### src/sv/pli_pkg.sv
// types and constants of the piecewise linear interpolator
package pli_pkg;

    // function codes of an input word
    localparam logic FUNC_WRITE = 1'b0;
    localparam logic FUNC_EVAL  = 1'b1;

    // fixed point format
    localparam int FRAC_BITS = 16;

    // shortest usable segment span: 1e-6 in real units, rounded up to raw counts
    localparam longint TINY_DIV   = 1000000;
    localparam longint SPAN_MIN_L = ((longint'(1) << FRAC_BITS) + TINY_DIV - 1) / TINY_DIV;
    localparam logic signed [32:0] SPAN_MIN = 33'(SPAN_MIN_L);

    // result range
    localparam logic signed [31:0] Q_MAX = 32'sh7FFF_FFFF;
    localparam logic signed [31:0] Q_MIN = 32'sh8000_0000;

    // divider widths: 33 x 33 bit product over a 32 bit span
    localparam int DVD_W = 66;
    localparam int DVS_W = 32;
    localparam int QUO_W = 35;

    // table entry: parameter in the upper half, value in the lower half
    localparam int ENTRY_W = 64;

    typedef struct packed {
        logic             start;
        logic [DVD_W-1:0] dividend;
        logic [DVS_W-1:0] divisor;
    } t_div_req;

    typedef struct packed {
        logic             done;
        logic [QUO_W-1:0] quot;
        logic             ovf;
    } t_div_rsp;

endpackage

### src/sv/pli_div.sv
// radix-4 restoring divider, two quotient bits per cycle
module pli_div import pli_pkg::*; (
    input  logic     i_clk,
    input  logic     i_rst_n,
    input  t_div_req i_req,
    output t_div_rsp o_rsp
);

    localparam int STEPS = DVD_W / 2;
    localparam int CNT_W = $clog2(STEPS + 1);

    logic             r_busy;
    logic             r_done;
    logic [CNT_W-1:0] r_cnt;
    logic [DVD_W-1:0] r_dvd;
    logic [DVS_W-1:0] r_dvs;
    logic [DVS_W-1:0] r_rem;
    logic [QUO_W-1:0] r_quot;
    logic             r_ovf;

    logic [DVS_W:0]   sh1;
    logic [DVS_W:0]   sh2;
    logic [DVS_W:0]   rem1;
    logic [DVS_W:0]   rem2;
    logic             ge1;
    logic             ge2;

    // two dependent subtract and compare steps
    always_comb begin
        sh1  = {r_rem, r_dvd[DVD_W-1]};
        ge1  = sh1 >= {1'b0, r_dvs};
        rem1 = ge1 ? (sh1 - {1'b0, r_dvs}) : sh1;
        sh2  = {rem1[DVS_W-1:0], r_dvd[DVD_W-2]};
        ge2  = sh2 >= {1'b0, r_dvs};
        rem2 = ge2 ? (sh2 - {1'b0, r_dvs}) : sh2;
    end

    // control
    always_ff @(posedge i_clk) begin
        if (!i_rst_n) begin
            r_busy <= 1'b0;
            r_done <= 1'b0;
            r_cnt  <= '0;
        end else begin
            r_done <= 1'b0;
            if (i_req.start) begin
                r_busy <= 1'b1;
                r_cnt  <= CNT_W'(STEPS);
            end else if (r_busy) begin
                r_cnt <= r_cnt - CNT_W'(1);
                if (r_cnt == CNT_W'(1)) begin
                    r_busy <= 1'b0;
                    r_done <= 1'b1;
                end
            end
        end
    end

    // datapath; quotient bits above the kept width only mark overflow
    always_ff @(posedge i_clk) begin
        if (i_req.start) begin
            r_dvd  <= i_req.dividend;
            r_dvs  <= i_req.divisor;
            r_rem  <= '0;
            r_quot <= '0;
            r_ovf  <= 1'b0;
        end else if (r_busy) begin
            r_dvd  <= {r_dvd[DVD_W-3:0], 2'b00};
            r_rem  <= rem2[DVS_W-1:0];
            r_quot <= {r_quot[QUO_W-3:0], ge1, ge2};
            r_ovf  <= r_ovf | r_quot[QUO_W-1] | r_quot[QUO_W-2];
        end
    end

    always_comb begin
        o_rsp.done = r_done;
        o_rsp.quot = r_quot;
        o_rsp.ovf  = r_ovf;
    end

endmodule

### config.mk
export PLATFORM = sky130hd
export DESIGN_NAME = pli_div
export DESIGN_NICKNAME = d
export VERILOG_FILES = /design/src/sv/pli_pkg.sv /design/src/sv/pli_div.sv
export SDC_FILE = /design/constraint.sdc
export NUM_CORES = 1
export LEC_CHECK = 0
export ABC_CLOCK_PERIOD_IN_PS = 5800
export BUFFER_PORTS_ARGS = -buffer_cell sky130_fd_sc_hd__buf_4
export CORE_ASPECT_RATIO = 0.75
export CORE_MARGIN = 1
export CORE_UTILIZATION = 33
export DETAILED_ROUTE_END_ITERATION = 8
export SLEW_MARGIN = 20
export SYNTH_ARGS = -nofsm -noshare
export SYNTH_HDL_FRONTEND = slang
export SYNTH_SLANG_ARGS = --single-unit
### constraint.sdc
create_clock -name i_clk -period 5.8 [get_ports i_clk]
set_input_delay 0.87 -clock i_clk [delete_from_list [all_inputs] [get_ports i_clk]]
set_output_delay 0.87 -clock i_clk [all_outputs]
set_load 0.02 [all_outputs]
Yosys cells after proc, flatten, opt, wreduce, memory -nomap -nowiden
Cells that the tools add are included.

operators by class
  mux-type cells = 10
  add/subtract/negate cells = 3
  $lt $le $gt $ge = 2
  equal/unequal tests = 1
  reduce and logical (&&, ||, !) cells = 3
  bitwise operators = 4

operator list
  operator                                                                count
  66-bit two-way mux                                                      2
  33-bit by 32-bit greater-or-equal comparator with 1-bit output          2
  32-bit two-way mux                                                      2
  32-bit subtractor                                                       2
  6-bit two-way mux                                                       2
  6-bit by 1-bit equality test with 1-bit output (second input constant)  1
  6-bit by 1-bit subtractor with 6-bit output (second input constant)     1
  1-bit two-way mux                                                       4
  3-bit OR reduction                                                      1
  1-bit inverter                                                          2
  1-bit OR                                                                2
  2-bit nonzero test                                                      1
  2-bit OR reduction                                                      1

storage, ports and cells
  bits of input ports = 101
  word-level logic and storage cells = 32
  register bits = 174

Depth between registers and ports, before layout
Gate-level depths: netlist (run 1).

  depth in word-level cells = 4
  gate-level depth with buffers = 27

Least setup slack after synthesis (run 1)
OpenSTA, ideal clock, no wires.

  path type = register to register
  start = register r_dvs[17]
  end = register r_rem[30]
  arrival = 5.056 ns
  slack = 0.622 ns
  period minus slack after synthesis = 5.178 ns
  data required time = 5.678 ns
  stages on the path, launching flop included = 24
  cells stage by stage = edfxtp_1 -> inv_1 -> ha_1 -> buf_6 -> a21oi_4 -> o211ai_1 -> a221o_1 -> nor3_2 -> a21oi_2 -> o21ai_1 -> buf_2 -> clkbuf_1 -> o21ai_1 -> fa_1 -> nand3_1 -> a21oi_1 -> o31ai_1 -> a311oi_1 -> a2111oi_1 -> o31ai_1 -> a21oi_1 -> xor2_1 -> nor3_1 -> a221o_1

on the way
  word-level cells in the longest chain between the ends = 4
  elaborated cells on any way between the ends = 6

RTL lines
  what                                                                                                 RTL line                      source
  start, declared                                                                                      pli_div.sv:16                 logic [DVS_W-1:0] r_dvs;
  start signal, assigned                                                                               pli_div.sv:63                 r_dvs <= i_req.divisor;
  32-bit subtractor or 33-bit by 32-bit greater-or-equal comparator with 1-bit output (tied branches)  pli_div.sv:32, pli_div.sv:31
  32-bit two-way mux                                                                                   pli_div.sv:32                 rem1 = ge1 ? (sh1 - {1'b0, r_dvs}) : sh1;
  32-bit subtractor or 33-bit by 32-bit greater-or-equal comparator with 1-bit output (tied branches)  pli_div.sv:35, pli_div.sv:34
  32-bit two-way mux (*)                                                                               pli_div.sv:35                 rem2 = ge2 ? (sh2 - {1'b0, r_dvs}) : sh2;
  end signal, assigned                                                                                 pli_div.sv:69                 r_rem <= rem2[DVS_W-1:0];
  end, declared                                                                                        pli_div.sv:17                 logic [DVS_W-1:0] r_rem;

Mark *: on every way between the ends. The rest lies on a longest branch, timed or not.
A chain may end at the register's enable or synchronous reset.

Worst setup path after layout (run 1)
  start = register r_dvd[65]
  end = register r_rem[23]

on the way
  word-level cells in the longest chain between the ends = 4
  elaborated cells on any way between the ends = 6

RTL lines
  what                                                                                                 RTL line                      source
  start, declared                                                                                      pli_div.sv:15                 logic [DVD_W-1:0] r_dvd;
  start signal, assigned                                                                               pli_div.sv:62                 r_dvd <= i_req.dividend;
  start signal, assigned                                                                               pli_div.sv:68                 r_dvd <= {r_dvd[DVD_W-3:0], 2'b00};
  32-bit subtractor or 33-bit by 32-bit greater-or-equal comparator with 1-bit output (tied branches)  pli_div.sv:32, pli_div.sv:31
  32-bit two-way mux (*)                                                                               pli_div.sv:32
  32-bit subtractor or 33-bit by 32-bit greater-or-equal comparator with 1-bit output (tied branches)  pli_div.sv:35, pli_div.sv:34
  32-bit two-way mux (*)                                                                               pli_div.sv:35

Marked as above.

==> impl_results.md, run 1 <==
* Slowest stage delay, CP at 0.41 ns
* Met1 usage at 25.0%
* Sequential power share at 39.1%
* Gpl congestion at 0.899
* Critical Path End Type: register
* Sw Pwr at 1260 uW
* CTS Root Cell: clkbuf_16
* I/O pins at 138
* Crit path kind: reg2reg
* Peak supply drop at 0.148 mV
* Gate Count Post-Synth at 1036
* Bufs on Longest Clock Path at 2
* Global-route wire length before repair at 41900 um
* Pwr per Cell Area at 300 nW/um2
* Total CTS buffers at 17
* I/O Buffers at 137
* DRC Markers at 0
* P&R area growth vs syn at 20.4%
* Sequential Area at 4470 um2
* # diodes at 0
* EDFF count, synth at 98
* RSZ-0062 raised after global routing: no
* Sw Ratio at 33.4%
* Final Core Density at 40.3%
* Slowest-stage cell, CP: nor4_1
* Footprint of the multi-input gates at 5630 um2
* Pre-CTS setup slack at 0.00252 ns
* Clock power frac at 28.5%
* Global routing's busiest layer: met1
* Final Net Count at 1337
* Routed vias at 8158
* HP Class: reg2reg
* Status: complete, no violations
* Met3 Use GR at 4.33%
* CP Cell Sequence: inv_1 > ha_1 > inv_1 > fa_1 > a21o_1 > a221oi_1 > nand4bb_1 > a21oi_1 > o31a_1 > a221o_1 > a21oi_1 > xnor2_1 > mux2_2 > ha_1 > nand4_1 > nor4_1 > buf_4 > a41o_1 > a21oi_1 > nand3_2 > buf_4 > mux2i_2 > a211oi_1
* Required @ worst endpoint at 6.10 ns
* Final Cycle Share at 93.8%
* Netlist cell types at 63
* Most common cell on crit path: a21oi_1
* Max-cap violations at 0
* GR Overflow Total at 0
* Die H at 156 um
* Layout cell share with drive strength beyond 1 at 24.5%
* Drt first-iter violations at 631
* Fmax at 184 MHz
* Hpwl dp at 19300 um
* Die area at 32400 um2
* Ys async rst share at 0%
* Initial Utilization at 33.5%
* Placement Rows at 56
* Combinational power share at 32.4%
* Startpoint types: register
* LEAKAGE at 0.00525 uW
* CP Max Fanout at 9
* Final setup violation count at 0
* Register area share after synthesis at 42.7%
* Max-slew headroom at 32.8%
* Largest net degree at the start of global routing at 72
* Worst-margin pin slew at 1.00 ns
* Pre-Repair DR Iteration Count at 7
* Final hold viol count at 0
* Mean Syn Cell Area at 10.1 um2
* Synth Warn # at 0
* Syn nets at 1205
* Synth Flop Type: edfxtp_1
* Minimum clock period at 5.44 ns
* Vias in the first global route at 7655
* GRT Overall Usage at 16.4%
* CTS clk-pin slew, worst paths at 0.08 ns
* Chip width at 208 um
* Drt wl/cell at 16.7 um
* Final worst setup slack at 0.360 ns
* Final ANT Viol Nets at 0
* Vias/cell at 5.14
* CTS sink cnt at 174
* FILL cells at 3073
* Routed wire length at 26500 um
* M2 GR Usage at 22.8%
* Area of the core at 31300 um2
* Skew final at 0.0129 ns
* #FFs+latches synth at 174
* Final Max Tran Viols at 0
* Pint at 2510 uW
* Hold-fix buffers, CTS at 0
* TritonCTS clock tree: built
* Initial antenna violation count at 0
* Worst-Skew Late Latency at 0.45 ns
* Placed cell count at 1553
* Layout Cells excl Fill at 1587
* CTS H-tree lvls at 4
* Synthesized cell area at 10500 um2
* Critical Path AT at 5.74 ns
* Setup TNS at 0 ns
==> worst max-delay path: cells and delay by family (launching register included) <==
family	cells	cell delay, ns
compound gates	9	1.91
flops	1	0.38
simple gates	4	0.91
buf+inv	4	0.54
xor+xnor	1	0.08
fa+ha+maj	3	0.93
mux	2	0.54
==> cells in the final DEF, fill, tap and decap left out, drive strengths merged, types with 5 or more instances in the layout <==
| cell type | netlist | final |
|---|---|---|
| mux2 | 71 | 71 |
| edfxtp | 98 | 98 |
| a21o | 28 | 28 |
| a211oi | 29 | 29 |
| o21ai | 60 | 60 |
| or2 | 5 | 5 |
| a221oi | 5 | 5 |
| a221o | 7 | 7 |
| nand2b | 12 | 12 |
| xor2 | 25 | 25 |
| o211ai | 7 | 7 |
| clkbuf | 34 | 17 |
| nand2 | 70 | 70 |
| nor2b | 6 | 6 |
| clkinv | 0 | 8 |
| xnor2 | 35 | 35 |
| nand4 | 12 | 12 |
| o21bai | 5 | 5 |
| a21oi | 61 | 61 |
| dfxtp | 76 | 76 |
| nor2 | 99 | 99 |
| ha | 66 | 66 |
| o21a | 8 | 8 |
| inv | 52 | 55 |
| and2 | 9 | 9 |
| buf | 16 | 163 |
| mux2i | 56 | 56 |
| nand3 | 19 | 19 |
| nor3 | 14 | 14 |
| and3 | 6 | 6 |
==> power by group through the flow <==
stage	clock, uW	sequential (uW)	combinational (uW)
after floorplan	0	1480	883
after global placement	0	1500	1170
after detailed placement	0	1500	1180
after CTS	1120	1470	1190
after global routing	1160	1490	1340
final	1080	1470	1220
==> synth_stat cells, types with 5 or more instances <==
| master | n | share of area (%) |
|---|---|---|
| or2_2 | 5 | 0.30 |
| a21o_1 | 28 | 2.0 |
| nor2_1 | 99 | 3.6 |
| mux2_2 | 69 | 7.4 |
| inv_1 | 52 | 1.9 |
| and3_1 | 6 | 0.36 |
| ha_1 | 66 | 7.9 |
| dfxtp_1 | 76 | 15 |
| o211ai_1 | 7 | 0.50 |
| a221oi_1 | 5 | 0.42 |
| edfxtp_1 | 98 | 28 |
| a211oi_1 | 29 | 2.1 |
| o21a_1 | 8 | 0.57 |
| nand2_1 | 70 | 2.5 |
| and2_1 | 9 | 0.54 |
| o21ai_1 | 15 | 0.72 |
| buf_2 | 6 | 0.29 |
| mux2i_1 | 56 | 5.4 |
| nand2b_1 | 12 | 0.72 |
| clkbuf_1 | 34 | 1.2 |
| xor2_1 | 25 | 2.1 |
| a221o_1 | 7 | 0.67 |
| nand4_1 | 12 | 0.72 |
| nor3_1 | 13 | 0.62 |
| a21oi_1 | 59 | 2.8 |
| nand3_1 | 18 | 0.86 |
| o21ai_0 | 45 | 2.2 |
| xnor2_1 | 35 | 2.9 |
| nor2b_1 | 6 | 0.36 |
| o21bai_1 | 5 | 0.36 |
==> repair_timing <==
| item | 4_1_cts | 5_1_grt |
|---|---|---|
| setup buffers | 0 | 2 |
| resized for setup | 1 | 19 |
| pin swaps | 0 | 4 |
| endpoints found under the setup margin | 1 | 33 |
==> flip-flops by register name, indices dropped and copies added, names as in the netlist <==
name	flops
r_busy	1
r_rem	32
r_dvd	66
r_cnt	6
r_quot	35
r_ovf	1
r_dvs	32
r_done	1
==> routing by layer <==
| layer | vias to the layer above | part of all wire, % |
|---|---|---|
| met5 | - | 0 |
| met4 | 0 | 0.86 |
| met3 | 23 | 7.2 |
| met2 | 251 | 40 |
| met1 | 3849 | 51 |
| li1 | 4035 | - |
==> area by class of cell <==
type                       instances  share of cell area [%]
clock buffer                      17                    3.38
clock inverter                    15                   0.934
inverter                          52                    1.55
multi-input combinational        760                    44.7
sequential                       174                    35.5
tap                              406                    4.03
timing repair buffer             163                    9.95
==> path summary, 6_finish.rpt <==
path,start,end,slack (ns),depth (start not counted)
max,r_dvd[65],r_rem[23],0.36,23
max reg2reg,r_dvd[65],r_rem[23],0.36,23
min,r_ovf,r_ovf,0.47,2
min reg2reg,r_ovf,r_ovf,0.47,2
==> logic make-up after synthesis <==
group | Yosys count | share of synthesized area [%]
buffers and inverters | 102 | 4.25
and+or+nand+nor | 264 | 11.7
muxes | 127 | 13.0
adders and majority gates | 68 | 8.28
DFF | 174 | 42.7
xor gates and xnor gates | 60 | 5.03
AOI/OAI and AO/OA | 241 | 15.0
==> metrics by stage <==
step / hold WS, ns / area, um2 / total power, uW
after floorplan: 0.426 / 10500 / 2360
after global placement: 0.456 / 12000 / 2660
after detailed placement: 0.461 / 12000 / 2680
after CTS: 0.470 / 12500 / 3790
after global routing: 0.494 / 12600 / 3990
final: 0.471 / 12600 / 3770
No activity file was read; power rests on OpenSTA's default activity.
==> inputs of run 2 (changes only) <==
--- a/config.mk
+++ b/config.mk
@@ -11,6 +11,7 @@
 export CORE_MARGIN = 1
 export CORE_UTILIZATION = 33
 export DETAILED_ROUTE_END_ITERATION = 8
+export PLACE_DENSITY_LB_ADDON = 0.15
 export SLEW_MARGIN = 20
 export SYNTH_ARGS = -nofsm -noshare
 export SYNTH_HDL_FRONTEND = slang
==> impl_results.md, run 2 (synthesized netlist as in run 1, its figures left out) <==
* Startpoint types: register
* Total CTS buffers at 17 (unchanged)
* Required @ worst endpoint at 6.14 ns (+0.04 ns)
* CTS Root Cell: clkbuf_16
* Pre-CTS setup slack at 0.0931 ns (+0.0906 ns)
* Largest net degree at the start of global routing at 60 (-17%)
* Critical Path AT at 5.84 ns (+0.10 ns)
* GR Overflow Total at 0 (unchanged)
* Final Cycle Share at 94.8% (+0.99 points)
* Max-slew headroom at 34.7% (+1.9 points)
* Worst-Skew Late Latency at 0.45 ns (about the same)
* Initial antenna violation count at 1 (+1)
* Final ANT Viol Nets at 0 (unchanged)
* Hold endpoint: r_ovf
* Flop2flop setup slack at 0.30 ns (-0.06 ns)
* Max-cap violations at 0 (unchanged)
* CTS sink cnt at 174 (unchanged)
* Die H at 156 um (unchanged)
* GRT Overall Usage at 16.9% (+0.47 points)
* Chip width at 208 um (unchanged)
* Combinational power share at 31.7% (-0.7 points)
* DRC Markers at 0 (unchanged)
* Gpl congestion at 0.875 (-2.6%)
* P&R area growth vs syn at 21.8%
* Critical Path End Type: register
* TritonCTS clock tree: built
* Final Max Tran Viols at 0 (unchanged)
* Hpwl dp at 20200 um (+4.6%)
* Sw Ratio at 32.4% (-1.0 points)
* Launch point of the worst reg-to-reg path: r_dvs[27]
* Skew final at 0.0106 ns (-0.00229 ns)
* Worst reg2reg path endpoint: r_rem[24]
* Final setup violation count at 0 (unchanged)
* CTS clk-pin slew, worst paths at 0.07 ns (about the same)
* Pwr per Cell Area at 308 nW/um2 (+2.9%)
* Final Core Density at 40.8% (+0.47 points)
* Largest regs: r_dvd: 66 flops, r_quot: 35 flops
* Worst Hold Launch: r_ovf
* Routed wire length at 27100 um (+2.2%)
* Initial Utilization at 33.5% (unchanged)
* I/O pins at 138 (unchanged)
* Most frequent cells in the layout: buf_4, edfxtp_1, nor2_1
* Die area at 32400 um2 (unchanged)
* Peak supply drop at 0.205 mV (+39%)
* Biggest register: r_dvd
* Pre-Repair DR Iteration Count at 5 (-2)
* Area of the core at 31300 um2 (unchanged)
* Crit path kind: reg2reg
* Worst-margin pin slew at 0.977 ns (-0.0279 ns)
* Hold slack at 0.449 ns (-0.0219 ns)
* Number of flip-flops in the largest register at 66 (unchanged)
* Bufs on Longest Clock Path at 2 (unchanged)
* Pint at 2650 uW (+5.7%)
* Worst Hold Depth at 2 (unchanged)
* Sw Pwr at 1270 uW (+0.98%)
* Drt first-iter violations at 605 (-4.1%)
* Drt wl/cell at 17.0 um (+1.7%)
* Fmax at 182 MHz (-1.0%)
* Routed vias at 8063 (-1.2%)
* HP Class: reg2reg
* Global-route wire length before repair at 42700 um (+1.9%)
* Final hold viol count at 0 (unchanged)
* Status: complete, no violations
* Final worst setup slack at 0.303 ns (-0.0574 ns)
* CTS H-tree lvls at 4 (unchanged)
* Layout cell share with drive strength beyond 1 at 24.9% (+0.47 points)
* Sequential power share at 37.4% (-1.7 points)
* CP Max Fanout at 19 (+10)
* Placement Rows at 56 (unchanged)
* I/O Buffers at 137 (unchanged)
* Clock power frac at 31.0% (+2.5 points)
* Minimum clock period at 5.50 ns (+0.0574 ns)
* Vias in the first global route at 7598 (-0.74%)
* LEAKAGE at 0.00533 uW (+1.4%)
* Vias/cell at 5.06 (-1.6%)
* Worst reg2reg path depth at 23 (unchanged)
* Commonest non-fill, non-tap cell in the layout: buf_4
* Final Net Count at 1343 (+0.45%)
## run 2: cell count changes in the layout (fill, tap and decap cells not counted), sizes merged
cell | before | now
clkinvlp | 4 | 3
clkinv | 8 | 4
inv | 55 | 56
clkbuf | 17 | 18
bufinv | 0 | 3
diode | 0 | 1
buf | 163 | 169
## run 2: through the flow
stage | TNS (ns) | cell area (um2) | cells | power (uW)
6_report | 0 | 12700 | 1594 | 3930
5_1_grt | -0.0219 | 12700 | 1593 | 4150
4_1_cts | 0 | 12600 | 1587 | 3940
3_5_place_dp | 0 | 12000 | 1555 | 2700
3_3_place_gp | 0 | 12000 | 1555 | 2710
2_1_floorplan | 0 | 10500 | 1036 | 2360
## run 2: cell type report
type	count	area [um2]
diodes	1	2.50
clock buffers	18	429
clock inverters	14	184
fillers	3122	18500
inverters	52	195
multi-input cells	760	5640
flip-flops and latches	174	4470
well taps	406	508
repair buffers	169	1310
## run 2: repair_timing
item | in CTS | in global routing
resized for setup | 0 | 23
hold endpoints to repair | 0 | 0
setup buffers | 0 | 6
endpoints found under the setup margin | 0 | 33
hold buffers | 0 | 0
## run 2: worst max-delay path: stages (launching register included)
cell and delay (ns):
edfxtp_1 0.34, inv_1 0.08, ha_1 0.30, nand4_1 0.27, nor4b_2 0.35, nand3_1 0.14, o31a_1 0.32, o21ai_0 0.17
o21ai_4 0.17, buf_12 0.16, buf_12 0.14, nand2_1 0.06, o21ai_1 0.11, fa_1 0.46, nand3_1 0.13, a21oi_1 0.13
o31ai_2 0.40, a311oi_4 0.22, a211o_1 0.37, a41o_1 0.27, o41a_1 0.33, xnor2_1 0.14, nor3_1 0.06, a221o_1 0.27
## run 2: worst max-delay path by stage
stage	cells after the start	startpoint	slack, ns	end
floorplan	23	r_dvs[17]	0.62	r_rem[30]
global placement	22	r_dvs[17]	0.18	r_rem[24]
detailed placement	22	r_dvs[17]	0.09	r_rem[27]
CTS	22	r_dvs[17]	0.06	r_rem[19]
global route	23	r_dvs[25]	-0.01	r_rem[24]
finish	23	r_dvs[27]	0.30	r_rem[24]
## run 2: layer usage
metal / wire (um) / part of all wire (%) / GRT usage [%]
met4: 300 / 1.1 / 4.83
met3: 1720 / 6.4 / 3.95
met1: 14400 / 53 / 26.1
met2: 10600 / 39 / 22.8
met5: 0 / 0 / 0
## run 2: power by group through the flow
stage | clock [uW] | sequential, uW | combinational [uW]
final | 1220 | 1470 | 1240
after CTS | 1260 | 1470 | 1210
after floorplan | 0 | 1480 | 883
after detailed placement | 0 | 1500 | 1200
after global routing | 1300 | 1480 | 1370
after global placement | 0 | 1500 | 1210
